===== src/hw/rtl/sprite_batch_slot_allocator_assert.svh =====
// Assertion macros used by the sprite batch slot allocator datapath.
`ifndef SPRITE_BATCH_SLOT_ALLOCATOR_ASSERT_SVH
`define SPRITE_BATCH_SLOT_ALLOCATOR_ASSERT_SVH

// Same-cycle implication, clocked on clk_i, off while rst_ni is low.
`define SBSA_ASSERT_IMP(label, ante, cons, msg) \
  label: assert property (@(posedge clk_i) disable iff (!rst_ni) (ante) |-> (cons)) \
    else $error(msg);

// Next-cycle implication, clocked on clk_i, off while rst_ni is low.
`define SBSA_ASSERT_NXT(label, ante, cons, msg) \
  label: assert property (@(posedge clk_i) disable iff (!rst_ni) (ante) |=> (cons)) \
    else $error(msg);

`endif


===== src/hw/rtl/sbsa_pkg.sv =====
// Package: types, codes and constants of the sprite batch slot allocator.
`timescale 1ns / 1ps
package sbsa_pkg;

  // default sizes
  localparam int unsigned LAYERS_DEF    = 8;
  localparam int unsigned BATCHES_DEF   = 16;
  localparam int unsigned SLOTS_DEF     = 4096;
  localparam int unsigned TEX_UNITS_DEF = 32;

  // fixed field widths
  localparam int unsigned LAYER_W     = 3;
  localparam int unsigned TEX_W       = 8;
  localparam int unsigned BATCH_OUT_W = 4;
  localparam int unsigned SLOT_OUT_W  = 12;
  localparam int unsigned UNIT_OUT_W  = 5;
  localparam int unsigned STATUS_W    = 2;
  localparam int unsigned LCNT_W      = 4;

  localparam logic [LCNT_W-1:0] LCNT_RESET = LCNT_W'(1);

  typedef enum logic [0:0] {
    OP_PLACE = 1'b0,
    OP_CLEAR = 1'b1
  } opcode_e;

  typedef enum logic [STATUS_W-1:0] {
    ST_PLACED    = 2'd0,
    ST_BAD_LAYER = 2'd1,
    ST_NO_BATCH  = 2'd2
  } status_e;

  // controller -> datapath
  typedef struct packed {
    logic capture;
    logic clear;
    logic res_bad;
    logic search_start;
    logic search;
    logic commit;
    logic out_load;
  } ctrl_cmd_t;

  // datapath -> controller
  typedef struct packed {
    logic is_clear;
    logic bad_layer;
    logic need_search;
    logic search_done;
    logic out_free;
  } dp_status_t;

endpackage


===== src/hw/rtl/sprite_batch_slot_allocator.sv =====
// Top level of the sprite batch slot allocator: controller, datapath and port wiring.
`timescale 1ns / 1ps
// Sequence: a place beat is captured, checked, searched for its texture among the units bound
//   in its layer's current batch (one RAM read per unit, stopping at a hit), committed and
//   loaded into the output register; the search is skipped if no unit is bound or the batch
//   is full, and a bad layer goes straight to the result. A clear returns to idle after its
//   check. A new beat is taken only once the last one's result is loaded or its clear is done.
// Reset: layer_count is 1, all per-layer batch state is zero; the texture RAM is not cleared.
module sprite_batch_slot_allocator import sbsa_pkg::*; #(
  parameter int unsigned LAYERS    = LAYERS_DEF,
  parameter int unsigned BATCHES   = BATCHES_DEF,
  parameter int unsigned SLOTS     = SLOTS_DEF,
  parameter int unsigned TEX_UNITS = TEX_UNITS_DEF
) (
  input  logic                   clk_i,
  input  logic                   rst_ni,
  // configuration: layer_count
  input  logic                   cfg_we_i,
  input  logic [LCNT_W-1:0]      cfg_wdata_i,
  // request channel
  input  logic                   in_valid_i,
  output logic                   in_stall_o,
  input  logic                   opcode_i,
  input  logic [LAYER_W-1:0]     layer_i,
  input  logic [TEX_W-1:0]       tex_id_i,
  // result channel
  output logic                   out_valid_o,
  input  logic                   out_stall_i,
  output logic [BATCH_OUT_W-1:0] batch_o,
  output logic [SLOT_OUT_W-1:0]  slot_o,
  output logic [UNIT_OUT_W-1:0]  tex_unit_o,
  output logic                   batch_created_o,
  output logic [STATUS_W-1:0]    status_o
);

  // Only the current batch of each layer is ever touched: batches past it are
  // empty by construction, so the datapath keeps one slot count, one unit
  // count and one row of bound texture ids per layer. Moving to the next batch
  // simply restarts those counts.

  ctrl_cmd_t  cmd;
  dp_status_t dp_status;

  // The controller takes one beat at a time; the result is parked in an
  // output register so the next beat can be taken while it waits.
  sbsa_ctrl u_ctrl (
    .clk_i      (clk_i),
    .rst_ni     (rst_ni),
    .in_valid_i (in_valid_i),
    .status_i   (dp_status),
    .in_stall_o (in_stall_o),
    .cmd_o      (cmd)
  );

  sbsa_dp #(
    .LAYERS    (LAYERS),
    .BATCHES   (BATCHES),
    .SLOTS     (SLOTS),
    .TEX_UNITS (TEX_UNITS)
  ) u_dp (
    .clk_i           (clk_i),
    .rst_ni          (rst_ni),
    .cfg_we_i        (cfg_we_i),
    .cfg_wdata_i     (cfg_wdata_i),
    .opcode_i        (opcode_i),
    .layer_i         (layer_i),
    .tex_id_i        (tex_id_i),
    .cmd_i           (cmd),
    .status_o        (dp_status),
    .out_stall_i     (out_stall_i),
    .out_valid_o     (out_valid_o),
    .batch_o         (batch_o),
    .slot_o          (slot_o),
    .tex_unit_o      (tex_unit_o),
    .batch_created_o (batch_created_o),
    .status_out_o    (status_o)
  );

endmodule


===== src/hw/rtl/sbsa_ram.sv =====
// Generic single write port, single read port RAM with registered read data.
`timescale 1ns / 1ps
module sbsa_ram #(
  parameter  int unsigned WIDTH = 8,
  parameter  int unsigned DEPTH = 256,
  localparam int unsigned AW    = (DEPTH > 1) ? $clog2(DEPTH) : 1
) (
  input  logic             clk_i,
  input  logic             we_i,
  input  logic [AW-1:0]    waddr_i,
  input  logic [WIDTH-1:0] wdata_i,
  input  logic             re_i,
  input  logic [AW-1:0]    raddr_i,
  output logic [WIDTH-1:0] rdata_o
);

  logic [WIDTH-1:0] mem_q [DEPTH];
  logic [WIDTH-1:0] rdata_q;

  always_ff @(posedge clk_i) begin
    if (we_i) begin
      mem_q[waddr_i] <= wdata_i;
    end
    if (re_i) begin
      rdata_q <= mem_q[raddr_i];
    end
  end

  assign rdata_o = rdata_q;

endmodule


===== src/hw/rtl/sbsa_ctrl.sv =====
// Controller state machine: sequences capture, lookup, clear, unit search, commit and result.
`timescale 1ns / 1ps
module sbsa_ctrl import sbsa_pkg::*; (
  input  logic       clk_i,
  input  logic       rst_ni,
  input  logic       in_valid_i,
  input  dp_status_t status_i,
  output logic       in_stall_o,
  output ctrl_cmd_t  cmd_o
);

  typedef enum logic [4:0] {
    S_IDLE   = 5'b00001,
    S_CHECK  = 5'b00010,
    S_SEARCH = 5'b00100,
    S_COMMIT = 5'b01000,
    S_RESULT = 5'b10000
  } state_e;

  state_e state_q, state_d;

  always_comb begin
    state_d    = state_q;
    cmd_o      = '0;
    in_stall_o = 1'b1;
    case (state_q)
      S_IDLE: begin
        in_stall_o = 1'b0;
        if (in_valid_i) begin
          cmd_o.capture = 1'b1;
          state_d       = S_CHECK;
        end
      end
      S_CHECK: begin
        if (status_i.is_clear) begin
          cmd_o.clear = 1'b1;
          state_d     = S_IDLE;
        end else if (status_i.bad_layer) begin
          cmd_o.res_bad = 1'b1;
          state_d       = S_RESULT;
        end else if (status_i.need_search) begin
          cmd_o.search_start = 1'b1;
          state_d            = S_SEARCH;
        end else begin
          state_d = S_COMMIT;
        end
      end
      S_SEARCH: begin
        cmd_o.search = 1'b1;
        if (status_i.search_done) begin
          state_d = S_COMMIT;
        end
      end
      S_COMMIT: begin
        cmd_o.commit = 1'b1;
        state_d      = S_RESULT;
      end
      S_RESULT: begin
        if (status_i.out_free) begin
          cmd_o.out_load = 1'b1;
          state_d        = S_IDLE;
        end
      end
      default: begin
        state_d = S_IDLE;
      end
    endcase
  end

  always_ff @(posedge clk_i or negedge rst_ni) begin
    if (!rst_ni) begin
      state_q <= S_IDLE;
    end else begin
      state_q <= state_d;
    end
  end

endmodule


===== src/hw/rtl/sbsa_dp.sv =====
// Datapath: per-layer batch state, texture unit RAM, search, result and output registers.
`timescale 1ns / 1ps
`include "sprite_batch_slot_allocator_assert.svh"
module sbsa_dp import sbsa_pkg::*; #(
  parameter int unsigned LAYERS    = LAYERS_DEF,
  parameter int unsigned BATCHES   = BATCHES_DEF,
  parameter int unsigned SLOTS     = SLOTS_DEF,
  parameter int unsigned TEX_UNITS = TEX_UNITS_DEF
) (
  input  logic                   clk_i,
  input  logic                   rst_ni,
  input  logic                   cfg_we_i,
  input  logic [LCNT_W-1:0]      cfg_wdata_i,
  input  logic                   opcode_i,
  input  logic [LAYER_W-1:0]     layer_i,
  input  logic [TEX_W-1:0]       tex_id_i,
  input  ctrl_cmd_t              cmd_i,
  output dp_status_t             status_o,
  input  logic                   out_stall_i,
  output logic                   out_valid_o,
  output logic [BATCH_OUT_W-1:0] batch_o,
  output logic [SLOT_OUT_W-1:0]  slot_o,
  output logic [UNIT_OUT_W-1:0]  tex_unit_o,
  output logic                   batch_created_o,
  output logic [STATUS_W-1:0]    status_out_o
);

  localparam int unsigned LIW   = (LAYERS > 1) ? $clog2(LAYERS) : 1;
  localparam int unsigned ACW   = ($clog2(LAYERS + 1) > LCNT_W) ? $clog2(LAYERS + 1) : LCNT_W;
  localparam int unsigned BW    = (BATCHES > 1) ? $clog2(BATCHES) : 1;
  localparam int unsigned CRW   = $clog2(BATCHES + 1);
  localparam int unsigned SCW   = $clog2(SLOTS + 1);
  localparam int unsigned UIW   = (TEX_UNITS > 1) ? $clog2(TEX_UNITS) : 1;
  localparam int unsigned UCW   = $clog2(TEX_UNITS + 1);
  localparam int unsigned DEPTH = LAYERS * TEX_UNITS;
  localparam int unsigned AW    = (DEPTH > 1) ? $clog2(DEPTH) : 1;

  // configuration
  logic [LCNT_W-1:0] lcnt_q;
  logic [ACW-1:0]    active;

  // captured beat
  opcode_e            op_q;
  logic [LAYER_W-1:0] layer_q;
  logic [TEX_W-1:0]   tex_q;

  // per-layer state of the current batch
  logic [BW-1:0]  cur_q     [LAYERS];
  logic [CRW-1:0] created_q [LAYERS];
  logic [SCW-1:0] slots_q   [LAYERS];
  logic [UCW-1:0] units_q   [LAYERS];

  logic [LIW-1:0] layer_idx;
  logic [BW-1:0]  cur_rd;
  logic [CRW-1:0] created_rd;
  logic [SCW-1:0] slots_rd;
  logic [UCW-1:0] units_rd;
  logic           bad_layer;
  logic           slots_ok;

  // search
  logic [UCW-1:0]   rd_idx_q;
  logic             rd_vld_q;
  logic [UIW-1:0]   cmp_idx_q;
  logic             hit_q;
  logic [UIW-1:0]   hit_idx_q;
  logic             issue;
  logic             match;
  logic [TEX_W-1:0] ram_rdata;
  logic [AW-1:0]    base;

  // placement decision
  logic           made0;
  logic [CRW-1:0] created_eff;
  logic           fits;
  logic [CRW-1:0] nxt;
  logic           need_new;
  logic           no_batch;
  logic [BW-1:0]  new_batch;
  logic [CRW-1:0] new_created;
  logic           made;
  logic [UIW-1:0] unit;
  logic           is_new;
  logic [SCW-1:0] slot;
  logic [UCW-1:0] new_units;
  logic           commit_ok;
  logic           ram_we;

  // pending result and output register
  logic [BATCH_OUT_W-1:0] res_batch_q, out_batch_q;
  logic [SLOT_OUT_W-1:0]  res_slot_q, out_slot_q;
  logic [UNIT_OUT_W-1:0]  res_unit_q, out_unit_q;
  logic                   res_made_q, out_made_q;
  status_e                res_status_q, out_status_q;
  logic                   out_valid_q;
  logic                   out_free;

  assign active = (ACW'(lcnt_q) > ACW'(LAYERS)) ? ACW'(LAYERS) : ACW'(lcnt_q);

  assign layer_idx  = LIW'(layer_q);
  assign cur_rd     = cur_q[layer_idx];
  assign created_rd = created_q[layer_idx];
  assign slots_rd   = slots_q[layer_idx];
  assign units_rd   = units_q[layer_idx];
  assign bad_layer  = ACW'(layer_q) >= active;
  assign slots_ok   = slots_rd < SCW'(SLOTS);

  assign base  = AW'(layer_idx) * AW'(TEX_UNITS);
  assign issue = cmd_i.search && (rd_idx_q < units_rd);
  assign match = rd_vld_q && (ram_rdata == tex_q);

  // an untouched layer behaves as if batch 0 already existed
  assign made0       = (created_rd == '0);
  assign created_eff = made0 ? CRW'(1) : created_rd;
  assign fits        = slots_ok && (hit_q || (units_rd < UCW'(TEX_UNITS)));
  assign nxt         = CRW'(cur_rd) + CRW'(1);
  assign need_new    = !fits && (nxt >= created_eff);
  assign no_batch    = need_new && (created_eff >= CRW'(BATCHES));
  assign new_batch   = fits ? cur_rd : BW'(nxt);
  assign new_created = need_new ? created_eff + CRW'(1) : created_eff;
  assign made        = made0 || need_new;
  assign unit        = !fits ? '0 : (hit_q ? hit_idx_q : UIW'(units_rd));
  assign is_new      = !fits || !hit_q;
  assign slot        = fits ? slots_rd : '0;
  assign new_units   = is_new ? UCW'(unit) + UCW'(1) : units_rd;
  assign commit_ok   = cmd_i.commit && !no_batch;
  assign ram_we      = commit_ok && is_new;

  assign out_free = !out_valid_q || !out_stall_i;

  assign status_o.is_clear    = (op_q == OP_CLEAR);
  assign status_o.bad_layer   = bad_layer;
  assign status_o.need_search = slots_ok && (units_rd != '0);
  assign status_o.search_done = rd_vld_q && (match || ((UCW'(cmp_idx_q) + UCW'(1)) == units_rd));
  assign status_o.out_free    = out_free;

  always_ff @(posedge clk_i or negedge rst_ni) begin
    if (!rst_ni) begin
      lcnt_q <= LCNT_RESET;
    end else if (cfg_we_i) begin
      lcnt_q <= cfg_wdata_i;
    end
  end

  always_ff @(posedge clk_i or negedge rst_ni) begin
    if (!rst_ni) begin
      op_q    <= OP_PLACE;
      layer_q <= '0;
      tex_q   <= '0;
    end else if (cmd_i.capture) begin
      op_q    <= opcode_e'(opcode_i);
      layer_q <= layer_i;
      tex_q   <= tex_id_i;
    end
  end

  always_ff @(posedge clk_i or negedge rst_ni) begin
    if (!rst_ni) begin
      for (int l = 0; l < LAYERS; l++) begin
        cur_q[l]     <= '0;
        created_q[l] <= '0;
        slots_q[l]   <= '0;
        units_q[l]   <= '0;
      end
    end else if (cmd_i.clear) begin
      // created batches survive a clear
      for (int l = 0; l < LAYERS; l++) begin
        if (ACW'(l) < active) begin
          cur_q[l]   <= '0;
          slots_q[l] <= '0;
          units_q[l] <= '0;
        end
      end
    end else if (commit_ok) begin
      cur_q[layer_idx]     <= new_batch;
      created_q[layer_idx] <= new_created;
      slots_q[layer_idx]   <= slot + SCW'(1);
      units_q[layer_idx]   <= new_units;
    end
  end

  // one RAM read per cycle while searching, each compared in the following cycle
  always_ff @(posedge clk_i or negedge rst_ni) begin
    if (!rst_ni) begin
      rd_idx_q  <= '0;
      rd_vld_q  <= 1'b0;
      cmp_idx_q <= '0;
      hit_q     <= 1'b0;
      hit_idx_q <= '0;
    end else begin
      if (cmd_i.capture || cmd_i.search_start) begin
        rd_idx_q <= '0;
        rd_vld_q <= 1'b0;
        hit_q    <= 1'b0;
      end else begin
        rd_vld_q <= issue;
        if (issue) begin
          rd_idx_q  <= rd_idx_q + UCW'(1);
          cmp_idx_q <= rd_idx_q[UIW-1:0];
        end
        if (cmd_i.search && match && !hit_q) begin
          hit_q     <= 1'b1;
          hit_idx_q <= cmp_idx_q;
        end
      end
    end
  end

  sbsa_ram #(
    .WIDTH (TEX_W),
    .DEPTH (DEPTH)
  ) u_tex_ram (
    .clk_i   (clk_i),
    .we_i    (ram_we),
    .waddr_i (base + AW'(unit)),
    .wdata_i (tex_q),
    .re_i    (issue),
    .raddr_i (base + AW'(rd_idx_q[UIW-1:0])),
    .rdata_o (ram_rdata)
  );

  always_ff @(posedge clk_i or negedge rst_ni) begin
    if (!rst_ni) begin
      res_batch_q  <= '0;
      res_slot_q   <= '0;
      res_unit_q   <= '0;
      res_made_q   <= 1'b0;
      res_status_q <= ST_PLACED;
    end else if (cmd_i.res_bad) begin
      res_batch_q  <= '0;
      res_slot_q   <= '0;
      res_unit_q   <= '0;
      res_made_q   <= 1'b0;
      res_status_q <= ST_BAD_LAYER;
    end else if (cmd_i.commit) begin
      if (no_batch) begin
        res_batch_q  <= '0;
        res_slot_q   <= '0;
        res_unit_q   <= '0;
        res_made_q   <= 1'b0;
        res_status_q <= ST_NO_BATCH;
      end else begin
        res_batch_q  <= BATCH_OUT_W'(new_batch);
        res_slot_q   <= SLOT_OUT_W'(slot);
        res_unit_q   <= UNIT_OUT_W'(unit);
        res_made_q   <= made;
        res_status_q <= ST_PLACED;
      end
    end
  end

  always_ff @(posedge clk_i or negedge rst_ni) begin
    if (!rst_ni) begin
      out_valid_q  <= 1'b0;
      out_batch_q  <= '0;
      out_slot_q   <= '0;
      out_unit_q   <= '0;
      out_made_q   <= 1'b0;
      out_status_q <= ST_PLACED;
    end else if (cmd_i.out_load) begin
      out_valid_q  <= 1'b1;
      out_batch_q  <= res_batch_q;
      out_slot_q   <= res_slot_q;
      out_unit_q   <= res_unit_q;
      out_made_q   <= res_made_q;
      out_status_q <= res_status_q;
    end else if (!out_stall_i) begin
      out_valid_q <= 1'b0;
    end
  end

  assign out_valid_o     = out_valid_q;
  assign batch_o         = out_batch_q;
  assign slot_o          = out_slot_q;
  assign tex_unit_o      = out_unit_q;
  assign batch_created_o = out_made_q;
  assign status_out_o    = out_status_q;

  `SBSA_ASSERT_IMP(a_load_free, cmd_i.out_load, out_free, "result loaded over an unread beat")
  `SBSA_ASSERT_IMP(a_no_wr_in_search, ram_we, !cmd_i.search, "texture RAM written during search")
  `SBSA_ASSERT_NXT(a_slot_counted, commit_ok, slots_q[layer_idx] != '0, "placement not counted")
  `SBSA_ASSERT_IMP(a_cur_below_created, !bad_layer, ((created_rd == '0) && (cur_rd == '0)) || (CRW'(cur_rd) < created_rd), "current batch beyond created batches")

endmodule

===== config.mk =====
export PLATFORM = sky130hd
export DESIGN_NAME = sprite_batch_slot_allocator
export DESIGN_NICKNAME = d
export VERILOG_FILES = /design/src/hw/rtl/sbsa_pkg.sv /design/src/hw/rtl/sprite_batch_slot_allocator.sv /design/src/hw/rtl/sbsa_ram.sv /design/src/hw/rtl/sbsa_ctrl.sv /design/src/hw/rtl/sbsa_dp.sv
export VERILOG_INCLUDE_DIRS = /design/src /design/src/hw/rtl
export SDC_FILE = /design/constraint.sdc
export NUM_CORES = 2
export LEC_CHECK = 0
export BUFFER_PORTS_ARGS = -buffer_cell sky130_fd_sc_hd__buf_2
export CAP_MARGIN = 0
export CORE_ASPECT_RATIO = 1.75
export CORE_MARGIN = 2
export CORE_UTILIZATION = 35
export CTS_BUF_LIST = sky130_fd_sc_hd__clkbuf_2
export CTS_CLUSTER_DIAMETER = 200
export DETAILED_ROUTE_END_ITERATION = 7
export PLACE_DENSITY_LB_ADDON = 0.12
export SLEW_MARGIN = 20
export SYNTH_ARGS = -nofsm -noshare
export SYNTH_HDL_FRONTEND = slang
export SYNTH_SLANG_ARGS = --single-unit

===== constraint.sdc =====
create_clock -name clk_i -period 5.5 [get_ports clk_i]
set_input_delay 0 -clock clk_i [delete_from_list [all_inputs] [get_ports clk_i]]
set_output_delay 0 -clock clk_i [all_outputs]
set_load 0.03 [all_outputs]

# == Yosys cells after proc, flatten, opt, wreduce, memory -nomap -nowiden ==
# Memories as Yosys holds them, arrays and structs flattened. A register that Yosys moved wholly into a read port is not among the register bits.
# Index checks and enable logic that the tools add are counted.
# classes
eq_ne,19
order_cmp,17
n_mux,106
n_addsub,8
reduce_logical,41
bitwise,3
# op_table
cell,n
2-to-1 mux 104 bit,2
2-to-1 mux 13 bit,12
bitwise mux 104 bit,1
2-to-1 mux 48 bit,2
2-to-1 mux 6 bit,14
2-to-1 mux 5 bit,15
2-to-1 mux 4 bit,17
2-to-1 mux 32 bit,2
bitwise mux 48 bit,1
bitwise mux 40 bit,1
binary-select mux 13 bit (select 3 bit),1
demux 13 bit (select 3 bit),1
2-to-1 mux 12 bit,3
bitwise mux 32 bit,1
case mux 5 bit (5 select lines),1
AND reduction 2 bit,11
2-to-1 mux 1 bit,21
"!= test 2 x 1 -> 1 bit, second input constant",10
binary-select mux 6 bit (select 3 bit),1
demux 6 bit (select 3 bit),1
adder 8 x 5 -> 8 bit,2
"less-than comparator 3 x 4 -> 1 bit, first input constant",4
binary-select mux 5 bit (select 3 bit),1
demux 5 bit (select 3 bit),1
37 further kinds,68
# word_totals
output_inout_bits,26
mem_bits_rw,2048
reg_bits,312
in_bits,21
word_cells,248
memories,1
# memory_table
memory,words,word_bits,rd,rd_ports_with_merged_regs,wr,line,text
u_dp.u_tex_ram.mem_q,256,8,1,1,1,sbsa_ram.sv:17,logic [WIDTH-1:0] mem_q [DEPTH];

# == Longest topological paths before layout ==
# logic_depth
word_depth,15
depth_mapped,23
mapped_depth_nobuf,16

# == Hierarchy ==
# Synthesis repeated with hierarchy kept, for this count alone.
# unflattened
hier_cells,5056
area_unflattened_um2,94871.0
# modules_own_cells
mod,seq_area_each_um2,cells_per_inst,instances,area_per_inst_um2
sbsa_ram,61739.2,3733,1,79636.4
sbsa_dp,7683.6,1278,1,14829.2
sbsa_ctrl,126.4,45,1,405.4

# == Worst setup path after synthesis ==
# Ideal clock, no wire load.
# synth_path
path_type,register to register
start,"register u_dp.layer_q[1], in the netlist u_dp.layer_idx[1]"
end,memory u_dp.u_tex_ram.mem_q[105][0] (enable)
n_path_buf,9
t_required_ps,5130
path_slack_ps,597
stages_incl_launch_ff,24
synth_period_minus_slack_ps,4903
arrival_ps,4533
setup_time_ps,370
cell_sequence,dfrtp_1 -> buf_6 -> buf_6 -> buf_6 -> buf_6 -> buf_6 -> buf_4 -> mux4_2 -> mux2i_1 -> nand2_1 -> nor3_1 -> nand2b_1 -> ha_1 -> nand2b_1 -> a21o_1 -> a21o_1 -> a21oi_1 -> mux2i_1 -> a41oi_2 -> buf_4 -> buf_6 -> nand3_2 -> buf_2 -> nor2_1
# synth_between
elab_chain_len,15
elab_cells_between_ends,34
classes_between,2 x add/sub; 4 x order compare; 17 x mux; 1 x bitwise; 10 x reduce/logical
# synth_lines
element,line,text
from (decl),sbsa_dp.sv:44,logic [LAYER_W-1:0] layer_q;
from (signal assigned),sbsa_dp.sv:152,layer_q <= layer_i;
branches (longest 15 deep; another with less-than comparator 13 bit),-,
to (decl),sbsa_ram.sv:17,
# Parallel ways; which one is timed is not known. The select of a mux whose other input is x is not followed.

# == Final worst setup path ==
# layout_path
start,"register u_dp.layer_q[0], in the netlist u_dp.layer_idx[0]"
end,memory u_dp.u_tex_ram.mem_q[0][1] (enable)
# Same word-level chain as after synthesis.

==> summary.txt <==
STA
  • Tmin final: 5.166 ns
  • Hold Fails Final Rpt: 0
  • Worst slew pin tran: ~1.3 ns
  • Final Worst Setup Slack: 0.3344 ns
  • Final Max Tran Viols: 0
  • Slew Limit Headroom: 14.50%
  • Fmax: 0.1936 GHz
  • Sum Neg Setup Slack: 0 ns
  • Final setup viols: 0
  • Max Clock Skew: 0.2052 ns
  • RSZ-0062 raised after global routing: false
  • Crit share post-route: 93.92%
  • WHS: 0.2565 ns

Synthesis
  • Syn Nets: 4829
  • Post-synth EDFFs: 2056
  • Cells after Synth: about 4800
  • Post-synth top flop: edfxtp_1
  • Async S/R FF share, synth: 13.18%
  • Yosys top cell area share: 65.40%
  • Synth area leaders: edfxtp_1 (65%), mux4_2 (16%), dfrtp_1 (8.2%)
  • Synthesized area per cell: 19.72 um2
  • Sequential area share after synthesis: 73.67%
  • Library cells used by synthesis: 81
  • Synthesized cell area: 94410 um2
  • Number of synthesis warnings: 0
  • Post-synth top area cell: edfxtp_1
  • Flops & latches, synth: 2368

Place
  • Hpwl dp: 170500 um
  • Port bufs: 46
  • DP Cell Count: 8533
  • Post-DP Area: 101900 um2
  • Worst slack at placement: 0.4018 ns
  • RD Place Congestion: 0.8174

Layout
  • Layout Cells excl Fill: around 9600
  • Final core occ: 40.02%
  • Nets: approximately 5700
  • Design Area, Final: 107500 um2
  • Layout cell share with drive strength beyond 1: 35.42%
  • Area Overhead vs Synth: 13.88%

Power and ir drop
  • Pleak: 35.53 nW
  • Max IR drop VDD: 477.9 uV
  • Total Power: 40.41 mW
  • Pwr/cell area: 375.8 nW/um2

Clock network
  • Root Buffer: clkbuf_2
  • Clock tree sinks: 2368
  • Clock latency on the worst-skew pair: 1.73 ns
  • Clock-pin transition on the worst setup and hold timing paths: 0.12 ns
  • Longest Clk Path Bufs: 4
  • TritonCTS Buffers: 556
  • CTS tree: yes
  • Post-CTS resize count: 0
  • Htree depth: 6

Detailed routing
  • Final ANT Viol Nets: 0
  • Post-Route WL: 275800 um
  • Post-route DRC violation count: 0
  • Vias per std cell: 5.199
  • Routed len/inst: just under 30 um
  • DR iter-0 viols: approximately 3500
  • Via count: between 40000 and 50000
  • DR pass1 iterations: 5

Job
  • Max Cap Viol: 0

Global route
  • Overall routing resource usage: between 20% and 30%
  • First-pass GRT wire length: 396600 um
  • Vias in the first global route: 54430
  • Global route overflow: 0
  • Pin count of the biggest net entering global routing: 170
  • Initial antenna violation count: 7

Worst hold path
  • Worst Hold Launch: cfg_wdata_i[2]
  • Worst hold endpoint: u_dp.lcnt_q[2]
  • Hold depth: 5
  • Tightest Hold Check Type: in2reg

Setup path
  • Critical path endpoint category: flip-flop
  • Cell Chain, Critical Path: buf_12, or2_2, nor2_1, nand2_1, o221ai_1, nor3_1, nand2b_1, ha_1, nand2b_1, a21o_1, a21o_1, a21oi_1, mux2i_1, a41oi_4, nand3_4, buf_12, nor2_1
  • RR Startpoint: u_dp.layer_idx[0]
  • Crit Path Category: reg2reg
  • Maximum fanout along the worst path: 63
  • Max stage delay on crit path: 0.68 ns
  • Reg2reg path depth: 17
  • Slowest-stage cell, CP: nor2_1
  • Reg2reg end: u_dp.u_tex_ram.mem_q[0][1]
  • WP data arrival: roughly 6.4 ns
  • R2R setup slack: 0.33 ns
  • Startpoint types: flip-flop
  • CP required: 6.70 ns

Run status
  • Status: finished, final reports clean

Floorplanning
  • Die span in x: 396.6 um
  • Die area: 274100 um2
  • Die Ht: about 690 um
  • I/O pin total: 47
  • Core area: 268600 um2
  • Starting Density: 35.14%
  • Rows: 252
[state kept, by name (all words and copies together), names as in the netlist, 2 cells and up]
register and cells:
u_ctrl.state_q 5, u_dp.batch_o 4, u_dp.cmp_idx_q 5, u_dp.created_q 40
u_dp.cur_q 32, u_dp.hit_idx_q 5, u_dp.layer_idx 3, u_dp.lcnt_q 4
u_dp.rd_idx_q 6, u_dp.res_batch_q 4, u_dp.res_slot_q 12, u_dp.res_status_q 2
u_dp.res_unit_q 5, u_dp.slot_o 12, u_dp.slots_q 104, u_dp.status_out_o 2
u_dp.tex_q 8, u_dp.tex_unit_o 5, u_dp.u_tex_ram.mem_q 2048, u_dp.u_tex_ram.rdata_o 8
u_dp.units_q 48
[kinds of logic after synthesis]
logic type	after synthesis	share of synthesized area, %
DFF	2368	73.67
and+or+nand+nor	837	3.781
muxes	819	17.63
AOI/OAI and AO/OA	394	2.901
buffers and inverters	316	1.441
xor gates and xnor gates	32	0.2969
adders and majority gates	21	0.2783
[layout by cell type (no fill, tap or decap), drive strengths merged, types with 68 or more instances in the layout]
cell type and instances:
buf 475, o31ai 154, nor2 308, mux2 68, dlygate4sd3 75, edfxtp 2056, dfrtp 310, nand2 356
clkbuf 802, mux4 667, mux2i 84, clkinv 106, o21ai 95
[worst max-delay path: cells and delay by family (launching register included)]
kind / cells / cell delay, ns
AOI/OAI and AO/OA: 5 / 1.13
adders and majority gates: 1 / 0.31
buffers and inverters: 2 / 0.50
DFF: 1 / 0.61
muxes: 1 / 0.15
and+or+nand+nor: 8 / 1.93
[where the power goes]
| group | switching, mW | internal, mW | total (mW) |
|---|---|---|---|
| combinational | 5.01 | 1.37 | 6.38 |
| clock | 7.02 | 4.33 | 11.4 |
| sequential | 0.596 | 22.1 | 22.7 |
[worst max-delay path by stage]
stage | cells after the start | end | start
2_1_floorplan | 23 | u_dp.u_tex_ram.mem_q[105][0] | u_dp.layer_idx[1]
3_3_place_gp | 15 | u_dp.u_tex_ram.mem_q[42][6] | u_dp.layer_idx[1]
3_5_place_dp | 17 | u_dp.u_tex_ram.mem_q[0][5] | u_dp.layer_idx[0]
4_1_cts | 17 | u_dp.u_tex_ram.mem_q[0][1] | u_dp.layer_idx[0]
5_1_grt | 15 | u_dp.u_tex_ram.mem_q[0][1] | u_dp.layer_idx[1]
6_report | 17 | u_dp.u_tex_ram.mem_q[0][1] | u_dp.layer_idx[0]
[cells in the mapped netlist, types with 23 or more instances]
cell type  count
buf_2         70
nand3_1       65
mux4_2       667
o21ai_0       88
mux2i_1       82
inv_1         30
xnor2_1       23
dfrtp_1      310
nand2_1      349
o22ai_1       46
clkbuf_1     134
nor2_1       306
edfxtp_1    2056
mux2_2        60
buf_1         64
o31ai_1      154
[routing by layer]
metal | track usage, % | up-vias | routed length [um]
li1 | - | 21480 | -
met1 | 22.15 | 26470 | 100100
met2 | 38.46 | 1288 | 156700
met3 | 2.799 | 478 | 9531
met4 | 7.758 | 0 | 9457
met5 | 0 | - | 0
[area by class of cell]
type / instances / area, um2
fill: 24700 / 161100
clock inverter: 142 / 824.5
inverter: 32 / 120.1
sequential: 2368 / 69610
timing repair buffer: 550 / 4807
antenna: 9 / 22.52
multi-input combinational: 2103 / 23660
clock buffer: 802 / 4014
tap: 3556 / 4449
[repair_timing]
action | 4_1_cts | 5_1_grt
hold buffers | 76 | 0
endpoints found under the setup margin | 0 | 0
endpoints found under the hold margin | 363 | 0
setup buffers | 0 | 0
Note: power is estimated with default switching activity, not from simulation.
